[src/hw/rtl/dtr_pkg.sv]
// Shared opcodes, timing constants and speed decode for the divider/timer block.
`default_nettype none
package dtr_pkg;

  localparam int OVERFLOW_DELAY_CLOCKS = 4;
  localparam int RELOAD_WINDOW_CLOCKS  = 4;
  localparam int DELAY_W               = 3;

  localparam logic [2:0] OP_TICK      = 3'd0;
  localparam logic [2:0] OP_WR_DIV    = 3'd1;
  localparam logic [2:0] OP_WR_CTRL   = 3'd2;
  localparam logic [2:0] OP_WR_MODULO = 3'd3;
  localparam logic [2:0] OP_WR_TIMER  = 3'd4;

  localparam logic [DELAY_W-1:0] DELAY_LOAD  = DELAY_W'(OVERFLOW_DELAY_CLOCKS);
  localparam logic [DELAY_W-1:0] WINDOW_LOAD = DELAY_W'(RELOAD_WINDOW_CLOCKS);

  // control bit 2 enables the timer, bits 1..0 pick the counter tap
  typedef struct packed {
    logic       enable;
    logic [1:0] speed;
  } ctrl_t;

  function automatic logic [3:0] tap_index(input logic [1:0] speed);
    logic [3:0] idx;
    case (speed)
      2'd0:    idx = 4'd9;
      2'd1:    idx = 4'd3;
      2'd2:    idx = 4'd5;
      default: idx = 4'd7;
    endcase
    return idx;
  endfunction

endpackage
`default_nettype wire

[src/hw/rtl/divider_timer_with_reload_delay_top.sv]
// Divider and timer with delayed overflow reload: state update and result register.
//
// Usage:
//   Request channel (req_valid / req_stall): opcode and write_data. Opcode 0 is
//   one machine clock tick; 1 clears the divider; 2, 3, 4 write control, modulo
//   and timer. Opcodes 5..7 change nothing.
//   Response channel (rsp_valid / rsp_stall): one word per request carrying the
//   timer count, divider byte and the interrupt flag after that request.
//   The response word is registered and is shown in the cycle after its request is accepted.
//   One request is taken per cycle while req_stall is low; the whole state update is a single
//   combinational pass from the state registers into the response register.
//   req_stall rises only while a response word is held and rsp_stall is high;
//   a held word does not change, and the next request waits in the sender.
//   Synchronous reset clears the counter, timer, modulo, control and the
//   overflow/reload sequencing, and empties the response register.
`default_nettype none
module divider_timer_with_reload_delay_top (
  input  wire logic       clk,
  input  wire logic       rst,
  input  wire logic       req_valid,
  output logic            req_stall,
  input  wire logic [2:0] opcode,
  input  wire logic [7:0] write_data,
  output logic            rsp_valid,
  input  wire logic       rsp_stall,
  output logic [7:0]      timer_value,
  output logic [7:0]      divider_value,
  output logic            timer_irq
);
  import dtr_pkg::*;

  logic [15:0]        free_counter;
  logic [7:0]         timer_count;
  logic [7:0]         modulo_value;
  ctrl_t              control_bits;
  logic               overflow_pending;
  logic [DELAY_W-1:0] overflow_delay;
  logic [DELAY_W-1:0] reload_window;

  logic [15:0]        free_counter_next;
  logic [7:0]         timer_count_next;
  logic [7:0]         modulo_value_next;
  ctrl_t              control_bits_next;
  logic               overflow_pending_next;
  logic [DELAY_W-1:0] overflow_delay_next;
  logic [DELAY_W-1:0] reload_window_next;
  logic               irq_next;

  logic               bump;
  logic               old_on;
  ctrl_t              new_ctrl;
  logic [7:0]         bumped;
  logic               accept;

  assign req_stall = rsp_valid && rsp_stall;
  assign accept    = req_valid && !req_stall;
  assign old_on    = free_counter[tap_index(control_bits.speed)];
  assign new_ctrl  = ctrl_t'(write_data[2:0]);

  always_comb begin
    free_counter_next     = free_counter;
    timer_count_next      = timer_count;
    modulo_value_next     = modulo_value;
    control_bits_next     = control_bits;
    overflow_pending_next = overflow_pending;
    overflow_delay_next   = overflow_delay;
    reload_window_next    = reload_window;
    irq_next              = 1'b0;
    bump                  = 1'b0;

    case (opcode)
      OP_TICK: begin
        if (reload_window != '0) begin
          reload_window_next = reload_window - DELAY_W'(1);
        end
        if (overflow_pending) begin
          if (overflow_delay <= DELAY_W'(1)) begin
            overflow_delay_next   = '0;
            overflow_pending_next = 1'b0;
            if (timer_count != 8'd0) begin
              // timer rewritten during the delay: reload cancelled
              reload_window_next = '0;
            end else begin
              irq_next           = 1'b1;
              timer_count_next   = modulo_value;
              reload_window_next = WINDOW_LOAD;
            end
          end else begin
            overflow_delay_next = overflow_delay - DELAY_W'(1);
          end
        end
        free_counter_next = free_counter + 16'd1;
        // falling edge of the selected tap
        bump = control_bits.enable && old_on &&
               !free_counter_next[tap_index(control_bits.speed)];
      end
      OP_WR_DIV: begin
        free_counter_next = '0;
        bump = control_bits.enable && old_on;
      end
      OP_WR_CTRL: begin
        if (control_bits.enable) begin
          if (!new_ctrl.enable) begin
            bump = old_on;
          end else begin
            bump = old_on && !free_counter[tap_index(new_ctrl.speed)];
          end
        end
        control_bits_next = new_ctrl;
      end
      OP_WR_MODULO: begin
        if (reload_window != '0) begin
          timer_count_next   = write_data;
          reload_window_next = '0;
        end
        modulo_value_next = write_data;
      end
      OP_WR_TIMER: begin
        if (reload_window == '0) begin
          timer_count_next = write_data;
        end
      end
      default: ;
    endcase

    bumped = timer_count_next + 8'd1;
    if (bump) begin
      timer_count_next = bumped;
      if (bumped == 8'd0) begin
        overflow_pending_next = 1'b1;
        overflow_delay_next   = DELAY_LOAD;
      end
    end
  end

  always_ff @(posedge clk) begin
    if (rst) begin
      free_counter     <= '0;
      timer_count      <= '0;
      modulo_value     <= '0;
      control_bits     <= '0;
      overflow_pending <= 1'b0;
      overflow_delay   <= '0;
      reload_window    <= '0;
      rsp_valid        <= 1'b0;
    end else begin
      if (accept) begin
        free_counter     <= free_counter_next;
        timer_count      <= timer_count_next;
        modulo_value     <= modulo_value_next;
        control_bits     <= control_bits_next;
        overflow_pending <= overflow_pending_next;
        overflow_delay   <= overflow_delay_next;
        reload_window    <= reload_window_next;
        rsp_valid        <= 1'b1;
      end else if (!rsp_stall) begin
        rsp_valid <= 1'b0;
      end
    end
  end

  // response word, loaded only with an accepted request
  always_ff @(posedge clk) begin
    if (accept) begin
      timer_value   <= timer_count_next;
      divider_value <= free_counter_next[15:8];
      timer_irq     <= irq_next;
    end
  end

endmodule
`default_nettype wire

[config.mk]
export PLATFORM = sky130hd
export DESIGN_NAME = divider_timer_with_reload_delay_top
export DESIGN_NICKNAME = d
export VERILOG_FILES = /design/src/hw/rtl/dtr_pkg.sv /design/src/hw/rtl/divider_timer_with_reload_delay_top.sv
export SDC_FILE = /design/constraint.sdc
export NUM_CORES = 1
export LEC_CHECK = 0
export BUFFER_PORTS_ARGS = -buffer_cell sky130_fd_sc_hd__buf_2
export CAP_MARGIN = 0
export CORE_MARGIN = 1.5
export CORE_UTILIZATION = 40
export DETAILED_ROUTE_END_ITERATION = 12
export HOLD_SLACK_MARGIN = 0.1
export PLACE_DENSITY_LB_ADDON = 0.05
export SYNTH_ARGS = -nofsm -noshare
export SYNTH_HDL_FRONTEND = slang
export SYNTH_SLANG_ARGS = --single-unit
[constraint.sdc]
create_clock -name clk -period 3.3 [get_ports clk]
set_clock_uncertainty 0.2 [all_clocks]
set_input_delay 0.66 -clock clk [delete_from_list [all_inputs] [get_ports clk]]
set_output_delay 0.66 -clock clk [all_outputs]
set_load 0.1 [all_outputs]
# After elaboration in Yosys (flattened, before gate mapping)
# Index checks and enable logic that the tools add are counted.
# W data, S select, Z words.
dict set report word_totals {
  register_bits 60
  word_cells 95
  output_inout_bits 19
  in_bits 15
}
dict set report op_classes {
  n_lt_le_gt_ge 4
  mux 42
  n_addsub 4
  n_reduce_logical 22
  eq_ne 10
}
# cell count
set op_table {}
lappend op_table {{$mux W8} 6}
lappend op_table {{$pmux W16 S2} 1}
lappend op_table {{$mux W3} 10}
lappend op_table {{$pmux W4 S3} 2}
lappend op_table {{$pmux W8 S3} 1}
lappend op_table {{$add A16 B1 Y16 const B} 1}
lappend op_table {{$mux W4} 4}
lappend op_table {{$lt A4 B5 Y1 const B} 3}
lappend op_table {{$mux W1} 13}
lappend op_table {{$bmux W1 S4} 3}
lappend op_table {{$add A8 B1 Y8 const B} 1}
lappend op_table {{$logic_not A8 Y1} 1}
lappend op_table {{$reduce_bool A8 Y1} 1}
lappend op_table {{$eq A3 B2 Y1 const B} 2}
lappend op_table {{$logic_not A3 Y1} 2}
lappend op_table {{$pmux W3 S2} 1}
lappend op_table {{$reduce_and A2 Y1} 3}
lappend op_table {{$reduce_and A3 Y1} 2}
lappend op_table {{$sub A3 B1 Y3 const B} 2}
lappend op_table {{$logic_and A1 B1 Y1} 5}
lappend op_table {{$eq A2 B1 Y1 const B} 2}
lappend op_table {{$eq A2 B2 Y1 const B} 2}
lappend op_table {{$logic_not A2 Y1} 2}
lappend op_table {{$reduce_bool A2 Y1} 2}
lappend op_table {{8 further kinds} 10}

# Longest topological paths before layout
# Gate-level depths: netlist of run 1.
dict set report depth {
  word_depth 13
  ltp_mapped 13
  depth_no_buf 12
}

# Worst setup path after synthesis of run 1
# No wires, ideal clock.
dict set report synth_path {
  path_kind {input to register}
  start {input opcode[0]}
  end {register overflow_delay[2]}
  path_stages 10
  required_time_ns 3.012
  path_slack_ns 0.272
  arrival_time_ns 2.740
  n_path_buf 1
  cell_sequence {and3b_1 a22oi_1 buf_4 mux2i_1 nand2_1 ha_1 or3_1 a21oi_1 nand4_2 a311oi_2}
}
dict set report synth_via {
  elab_chain_cells 6
  word_cells_on_any_way 12
  classes_between {add/sub (1); eq/ne (4); mux (5); reduce/logical (2)}
}
# item line_no
set synth_lines {}
lappend synth_lines {{from (decl)} divider_timer_with_reload_delay_top.sv:22} ;# input wire logic [2:0] opcode,
lappend synth_lines {{$eq A3 B3 Y1, or another cell as far along} divider_timer_with_reload_delay_top.sv:71} ;# case (opcode)
lappend synth_lines {{$pmux W8 S3} divider_timer_with_reload_delay_top.sv:71}
lappend synth_lines {{$add A8 B1 Y8} divider_timer_with_reload_delay_top.sv:126} ;# bumped = timer_count_next + 8'd1;
lappend synth_lines {{$logic_not A8 Y1} divider_timer_with_reload_delay_top.sv:129} ;# if (bumped == 8'd0) begin
lappend synth_lines {{$mux W3} divider_timer_with_reload_delay_top.sv:129}
lappend synth_lines {{$mux W3 *} divider_timer_with_reload_delay_top.sv:127} ;# if (bump) begin
lappend synth_lines {{to (signal assigned)} divider_timer_with_reload_delay_top.sv:153} ;# overflow_delay <= overflow_delay_next;
lappend synth_lines {{to (decl)} divider_timer_with_reload_delay_top.sv:37} ;# logic [DELAY_W-1:0] overflow_delay;
# Mark *: on every way between the ends. The rest lies on a longest branch, timed or not.
# A chain may end at the register's enable or synchronous reset.

# Worst setup path in the final report of run 1
dict set report layout_path {
  start {register reload_window[0]}
  end {register overflow_pending}
}
dict set report layout_via {
  elab_chain_cells 7
  word_cells_on_any_way 9
  classes_between {add/sub (1); mux (5); reduce/logical (3)}
}
# item line_no
set layout_lines {}
lappend layout_lines {{from (decl)} divider_timer_with_reload_delay_top.sv:38} ;# logic [DELAY_W-1:0] reload_window;
lappend layout_lines {{from (signal assigned)} divider_timer_with_reload_delay_top.sv:154} ;# reload_window <= reload_window_next;
lappend layout_lines {{$logic_not A3 Y1 / $reduce_bool A3 Y1 (equally long branches)} {divider_timer_with_reload_delay_top.sv:119, divider_timer_with_reload_delay_top.sv:112}}
lappend layout_lines {{$mux W8, on equally long branches} {divider_timer_with_reload_delay_top.sv:119, divider_timer_with_reload_delay_top.sv:112}}
lappend layout_lines {{$pmux W8 S3 *} divider_timer_with_reload_delay_top.sv:71}
lappend layout_lines {{$add A8 B1 Y8 *} divider_timer_with_reload_delay_top.sv:126}
lappend layout_lines {{$logic_not A8 Y1 *} divider_timer_with_reload_delay_top.sv:129}
lappend layout_lines {{$mux W1 *} divider_timer_with_reload_delay_top.sv:129}
lappend layout_lines {{$mux W1 *} divider_timer_with_reload_delay_top.sv:127}
lappend layout_lines {{to (signal assigned)} divider_timer_with_reload_delay_top.sv:152} ;# overflow_pending <= overflow_pending_next;
lappend layout_lines {{to (decl)} divider_timer_with_reload_delay_top.sv:36} ;# logic overflow_pending;
# Marked as above.

==> out/results.tsv, run 1 <==
stage	metric	value	unit
sta	holdWs	0.2683	ns
die	core	0.008175	mm²
synthesis	synth_ff_type	dfxtp_1	
critical_path	crit_slowest_cell	dfxtp_1	
pwr	peakVddDrop	0.0001761	V
finish	multi_input_area	0.001884	mm²
pwr	swShare	29.80	%
pwr	clock_power_share	42.5	%
sta	report.final.slew_viol_count	0	
pwr	p_seq_share	43.7	%
routing	ant_nets	0	
clocking	clock_sinks	60	
die	dieArea	0.008928	mm²
sta	rsz0062_at_grt	false	
pwr	p_switching	538.2	µW
clocking	cts_htree_levels	3	
critical_path	worstSetupPathType	reg2reg	
run_status	status	finished, final reports clean	
global_route	overflow	0	
critical_path	crit_family	compound AO/OA/AOI/OAI gates	
synthesis	synth_nets	416	
global_route	grt_pass1_wl	13.76	mm
synthesis	synth-seq-cells	60	
critical_path	worst_ep_required_time	3.38	ns
sta	hold_viol_final	0	
finish	layout_common_cells	68 x nand2_1, 45 x nor2_1, 43 x dfxtp_1, 37 x a21oi_1, 33 x buf_2	
critical_path	end_kind	flip-flop	
sta	fin_crit	3.016	ns
routing	drtIter0Drc	148	
finish	nets	464	
synthesis	synth_cells	394	
placement	dp_hpwl	6.017	mm
clocking	clock_latency	0.35	ns
routing	num_vias	2941	
sta	fin_tns_setup	0	ns
placement	place_congestion	0.8238	
critical_path	crit_buf_inv	2	
global_route	antenna_found_initial	0	
global_route	grt_max_degree	41	
die	io_pins	34	
synthesis	yosysSeqAreaShare	40.96	%
critical_path	arrival	3.10	ns
clocking	cts.clk_slew.worst_paths	0.08	ns
sta	max_freq	331.5	MHz
critical_path	cp_max_fo	7	
clocking	cts_tree	yes	
finish	register_area	0.001371	mm²
clocking	cts_root_buf	clkbuf_8	
clocking	numCtsBuffers	9	
finish	drive_gt1_share	20.13	%
routing	dr.pass1.iters	4	
global_route	grt_pass1_vias	2770	
synthesis	synth-edff-count	17	
finish	area_delta_synth_final	18.09	%
pwr	combPwrFrac	13.9	%
synthesis	yosysUniqueCellTypes	67	
global_route	grt_use_total	20.21	%
routing	via_per_inst	5.328	
finish	diodes	0	
pwr	powerDensity	456.8	mW/mm²
die	rows	33	
sta	max_slew.worst_pin.slew	0.5739	ns
placement	port_buffers	33	
critical_path	crit_chain	inv_1, ha_1, nor4b_1, a22oi_2, buf_4, mux2i_1, o211ai_1, or3_1, a21oi_2, nand4_2, o21a_1, nor2_1	
die	floorplan.initialDensity	40.96	%
clocking	clock_path_buffers	2	
routing	drc	0	
sta	fin_crit_sh	91.40	%
critical_path	cp-start-kind	flip-flop	
synthesis	syn_area_per_cell	8.498	µm²
sta	max-slew-margin-rel	61.60	%
sta	setup_violations	0	
die	die_w	94.49	µm
run	maxCapViolations	0	
routing	wl	8.343	mm
synthesis	synthArstFlopShare	0	%
pwr	p_leak	1.555	nW
synthesis	syn_area	0.003348	mm²
finish	nFillCells	849	
finish	final_common_cell	nand2_1	
worst_hold_path	hp-class	reg2reg	
pwr	intPower	1.268	mW
routing	wl_per_cell	15.11	µm
die	dieHeight	94.49	µm
critical_path	cp_slowest_stage_delay	0.35	ns
synthesis	yosysWarningCount	0	
synth_stat cells, types with 3 or more instances:
| library cell | n | area share (%) |
|---|---|---|
| o31ai_1 | 3 | 0.67 |
| nand3_1 | 7 | 1.0 |
| o21ai_1 | 3 | 0.45 |
| nand2b_1 | 4 | 0.75 |
| nor2_1 | 45 | 5.0 |
| a31oi_1 | 4 | 0.75 |
| ha_1 | 7 | 2.6 |
| xor2_1 | 3 | 0.78 |
| a211oi_1 | 3 | 0.67 |
| nand3b_1 | 5 | 1.1 |
| xnor2_1 | 3 | 0.78 |
| mux2i_1 | 12 | 3.6 |
| nor3_1 | 3 | 0.45 |
| a21oi_1 | 38 | 5.7 |
| a22oi_1 | 3 | 0.67 |
| inv_1 | 12 | 1.3 |
| nand2_1 | 68 | 7.6 |
| or3_1 | 5 | 0.93 |
| and3_1 | 10 | 1.9 |
| edfxtp_1 | 17 | 15 |
| nor2b_1 | 5 | 0.93 |
| dfxtp_1 | 43 | 26 |
| clkbuf_1 | 12 | 1.3 |
| o21ai_0 | 28 | 4.2 |
sequential cells by signal, indices dropped and copies added (netlist names):
name              flops
divider_value         8
timer_irq             1
timer_value           8
overflow_delay        3
overflow_pending      1
reload_window         3
free_counter         16
modulo_value          8
rsp_valid             1
timer_count           8
control_bits          3
worst min-delay path, stage by stage, from the launching register on:
cell and delay (ns):
dfxtp_1 0.31, nand2_1 0.05, a21oi_1 0.06
final cells by class:
type	instances	area share (%)
multi-input cells	307	47.66
flip-flops and latches	60	34.68
repair buffers	50	7.405
well taps	105	3.323
clock buffers	9	3.133
clock inverters	7	2.468
inverters	14	1.329
per-layer routing:
| layer | part of all wire, % | wire, µm | GRT usage (%) | up-vias |
|---|---|---|---|---|
| met1 | 53 | 4383 | 28.76 | 1381 |
| li1 | - | - | - | 1500 |
| met3 | 3.5 | 289 | 3.140 | 8 |
| met5 | 0 | 0 | 0 | - |
| met4 | 1.2 | 104 | 7.836 | 0 |
| met2 | 43 | 3565 | 30.58 | 52 |
per-stage QoR:
step	instance area, µm²	power [mW]	cells	worst slack (ns)	utilization (%)
after floorplan	3348	0.9884	394	0.2722	-
after global placement	3720	1.055	536	0.06142	45.50
after detailed placement	3720	1.055	536	-0.03524	45.50
after CTS	3941	1.820	552	0.1085	48.21
after global routing	3954	1.869	552	0.02980	48.36
final	3954	1.806	552	0.2837	48.36
worst paths after layout:
kind,from,to,slack (ns),cells after the start
worst min register to register,modulo_value[0],modulo_value[0],0.27,2
worst min-delay path,modulo_value[0],modulo_value[0],0.27,2
worst max-delay path,reload_window[0],overflow_pending,0.28,12
worst max register to register,reload_window[0],overflow_pending,0.28,12
cells by family (layout without fill, tap and decap cells):
group,after synthesis,count (layout),share of synthesized area [%]
buffers and inverters,27,80,3.139
muxes,16,16,5.344
DFF,60,60,40.96
AOI/OAI and AO/OA,108,108,21.26
and+or+nand+nor,169,169,24.63
xor gates and xnor gates,7,7,2.056
adders and majority gates,7,7,2.616
power groups by stage:
stage / Combinational, mW / Clock, mW / Sequential, mW
after floorplan: 0.0932 / 0 / 0.895
after global placement: 0.249 / 0 / 0.805
after detailed placement: 0.249 / 0 / 0.806
after CTS: 0.250 / 0.782 / 0.789
after global routing: 0.267 / 0.810 / 0.792
final: 0.250 / 0.767 / 0.789
what timing repair did:
item | CTS | global route
setup endpoints to repair | 0 | 4
gates resized for setup | 0 | 3
buffers inserted | 0 | 0
hold buffers | 0 | 0
No activity file was read; power rests on OpenSTA's default activity.
==> inputs of run 2 (changes only) <==
==> constraint.sdc (replaced) <==
create_clock -name clk -period 3.3 [get_ports clk]
set_clock_uncertainty 0.2 [all_clocks]
set_input_delay 0.33 -clock clk [delete_from_list [all_inputs] [get_ports clk]]
set_output_delay 0.33 -clock clk [all_outputs]
set_load 0.1 [all_outputs]
==> run 2 against run 1 <==
  * Setup slack worse by 0.033 ns
  * Clock power down 11%
  * Cell area down 0.32%
  * Sequential share of layout area up 0.11 points
  * Die area unchanged
  * Register-to-register slack worse by 0.03 ns
  * Largest cell class unchanged
==> out/results.tsv, run 2 (same netlist as run 1, synthesis figures left out) <==
stage	metric	value	unit
critical_path	cp_max_fo	6	
placement	dp_cells	526	
pwr	swShare	30.66	%
critical_path	crit_buf_inv	1	
global_route	overflow	0	
pwr	clock_power_share	39.6	%
sta	max_slew.worst_pin.slew	0.5708	ns
critical_path	cp_common_cell	ha_1	
global_route	grt_max_degree	40	
sta	fin_crit	3.049	ns
die	dieHeight	94.49	µm
sta	setup_violations	0	
finish	area_delta_synth_final	17.71	%
worst_hold_path	hp-class	in2reg	
clocking	cts_tree	yes	
pwr	p_leak	1.538	nW
pwr	intPower	1.191	mW
finish	final_common_cell	nand2_1	
routing	drt-met1-wl	4.365	mm
clocking	cts.clk_slew.worst_paths	0.08	ns
critical_path	cp_slowest_stage_delay	0.38	ns
critical_path	arrival	3.12	ns
clocking	cts_htree_levels	3	
finish	nFillCells	853	
finish	layout_common_cells	68 x nand2_1, 45 x nor2_1, 43 x dfxtp_1, 38 x a21oi_1, 33 x buf_2	
run	maxCapViolations	0	
clocking	clock_latency	0.34	ns
sta	hold_viol_final	0	
pwr	p_seq_share	45.9	%
pwr	peakVddDrop	0.0002396	V
critical_path	worst-r2r-setup-slack	0.25	ns
sta	max_freq	328.0	MHz
routing	via_per_inst	5.459	
die	core	0.008175	mm²
pwr	p_switching	526.6	µW
finish	top_register	free_counter	
finish	largest_reg_flops	16	
clocking	clock_path_buffers	2	
placement	port_buffers	33	
global_route	antenna_found_initial	0	
routing	wl	8.264	mm
sta	max-slew-margin-rel	61.85	%
finish	diodes	0	
die	io_pins	34	
die	die_w	94.49	µm
die	floorplan.initialDensity	40.96	%
routing	ant_nets	0	
routing	drc	0	
clocking	clock_sinks	60	
routing	drtIter0Drc	125	
routing	wl_met2	3.408	mm
clocking	post-cts-setup-buffer-count	0	
critical_path	cp-start-kind	flip-flop	
global_route	grt_pass1_wl	13.62	mm
routing	top_layer_used	met4	
run_status	status	finished, final reports clean	
routing	dr.pass1.iters	4	
critical_path	end_kind	flip-flop	
critical_path	crit_family	simple AND/OR/NAND/NOR gates	
placement	dp_hpwl	5.888	mm
finish	drive_gt1_share	17.71	%
finish	instances_no_fill	551	
die	dieArea	0.008928	mm²
global_route	grt_use_total	19.81	%
finish	final_core_util	48.21	%
global_route	grt_pass1_vias	2755	
sta	report.final.slew_viol_count	0	
critical_path	worstSetupPathType	reg2reg	
pwr	power.total	1.718	mW
finish	nets	463	
critical_path	worst_ep_required_time	3.37	ns
sta	fin_crit_sh	92.39	%
routing	wl_per_cell	15.00	µm
critical_path	crit_slowest_cell	or3_1	
pwr	powerDensity	435.8	mW/mm²
die	rows	33	
clocking	cts_root_buf	clkbuf_8	
critical_path	crit_chain	inv_1, ha_1, nor4b_1, a22oi_2, mux2i_2, nand2_1, ha_1, or3_1, a21oi_1, nand4_2, o21a_1, nor2_1	
clocking	numCtsBuffers	9	
pwr	combPwrFrac	14.5	%
routing	num_vias	3008	
routing	wl_met3	376	µm
placement	place_congestion	0.8192	
## run 2: power by group through the flow
stage / clock network, mW / registers [mW] / logic (mW)
after floorplan: 0 / 0.895 / 0.0932
after global placement: 0 / 0.806 / 0.241
after detailed placement: 0 / 0.806 / 0.240
after CTS: 0.699 / 0.789 / 0.249
after global routing: 0.726 / 0.792 / 0.265
final: 0.680 / 0.789 / 0.248
## run 2: timing repair
item / 4_1_cts / 5_1_grt
endpoints found under the setup margin: 0 / 4
gates resized for setup: 0 / 2
endpoints found under the hold margin: 9 / 0
hold buffers: 9 / 0
## run 2: through the flow
step	hold WS, ns	TNS [ns]	setup WS, ns	instance area (µm²)
6_report	0.1079	0	0.2510	3941
2_1_floorplan	0.2301	0	0.3557	3348
5_1_grt	0.1208	-0.006297	-0.006297	3941
4_1_cts	0.1005	0	0.1559	3933
3_3_place_gp	0.2454	0	0.2362	3645
3_5_place_dp	0.2572	0	0.1625	3645
## run 2: path summary, 6_finish.rpt
check                        start          endpoint  cells past startpoint
setup / recovery  reload_window[0]  overflow_pending                     12
hold / removal           rsp_stall         rsp_valid                      4
setup reg to reg  reload_window[0]  overflow_pending                     12
hold reg to reg    modulo_value[2]   modulo_value[2]                      2
## run 2: layer usage
metal	global-route usage [%]	up-vias
met3	3.301	10
met1	29.61	1421
met2	28.66	72
met4	6.716	0
met5	0	-
li1	-	1505
## run 2: worst register-to-register path, delay by kind of cell (launching register included)
family	cells	cell delay, ns
multiplexers	1	0.28
buffers and inverters	1	0.07
AO/OA/AOI/OAI	3	0.65
adder cells (fa/ha/maj)	2	0.50
AND/OR/NAND/NOR	5	0.96
flip-flops	1	0.34
## run 2: final cells by class
class,count,area (µm²),share of cell area [%]
clock buffer,9,123.9,3.143
sequential,60,1371,34.79
clock inverter,7,73.82,1.873
inverter,14,52.55,1.333
timing repair buffer,49,307.8,7.810
tap,105,131.4,3.333
multi-input combinational,307,1881,47.71
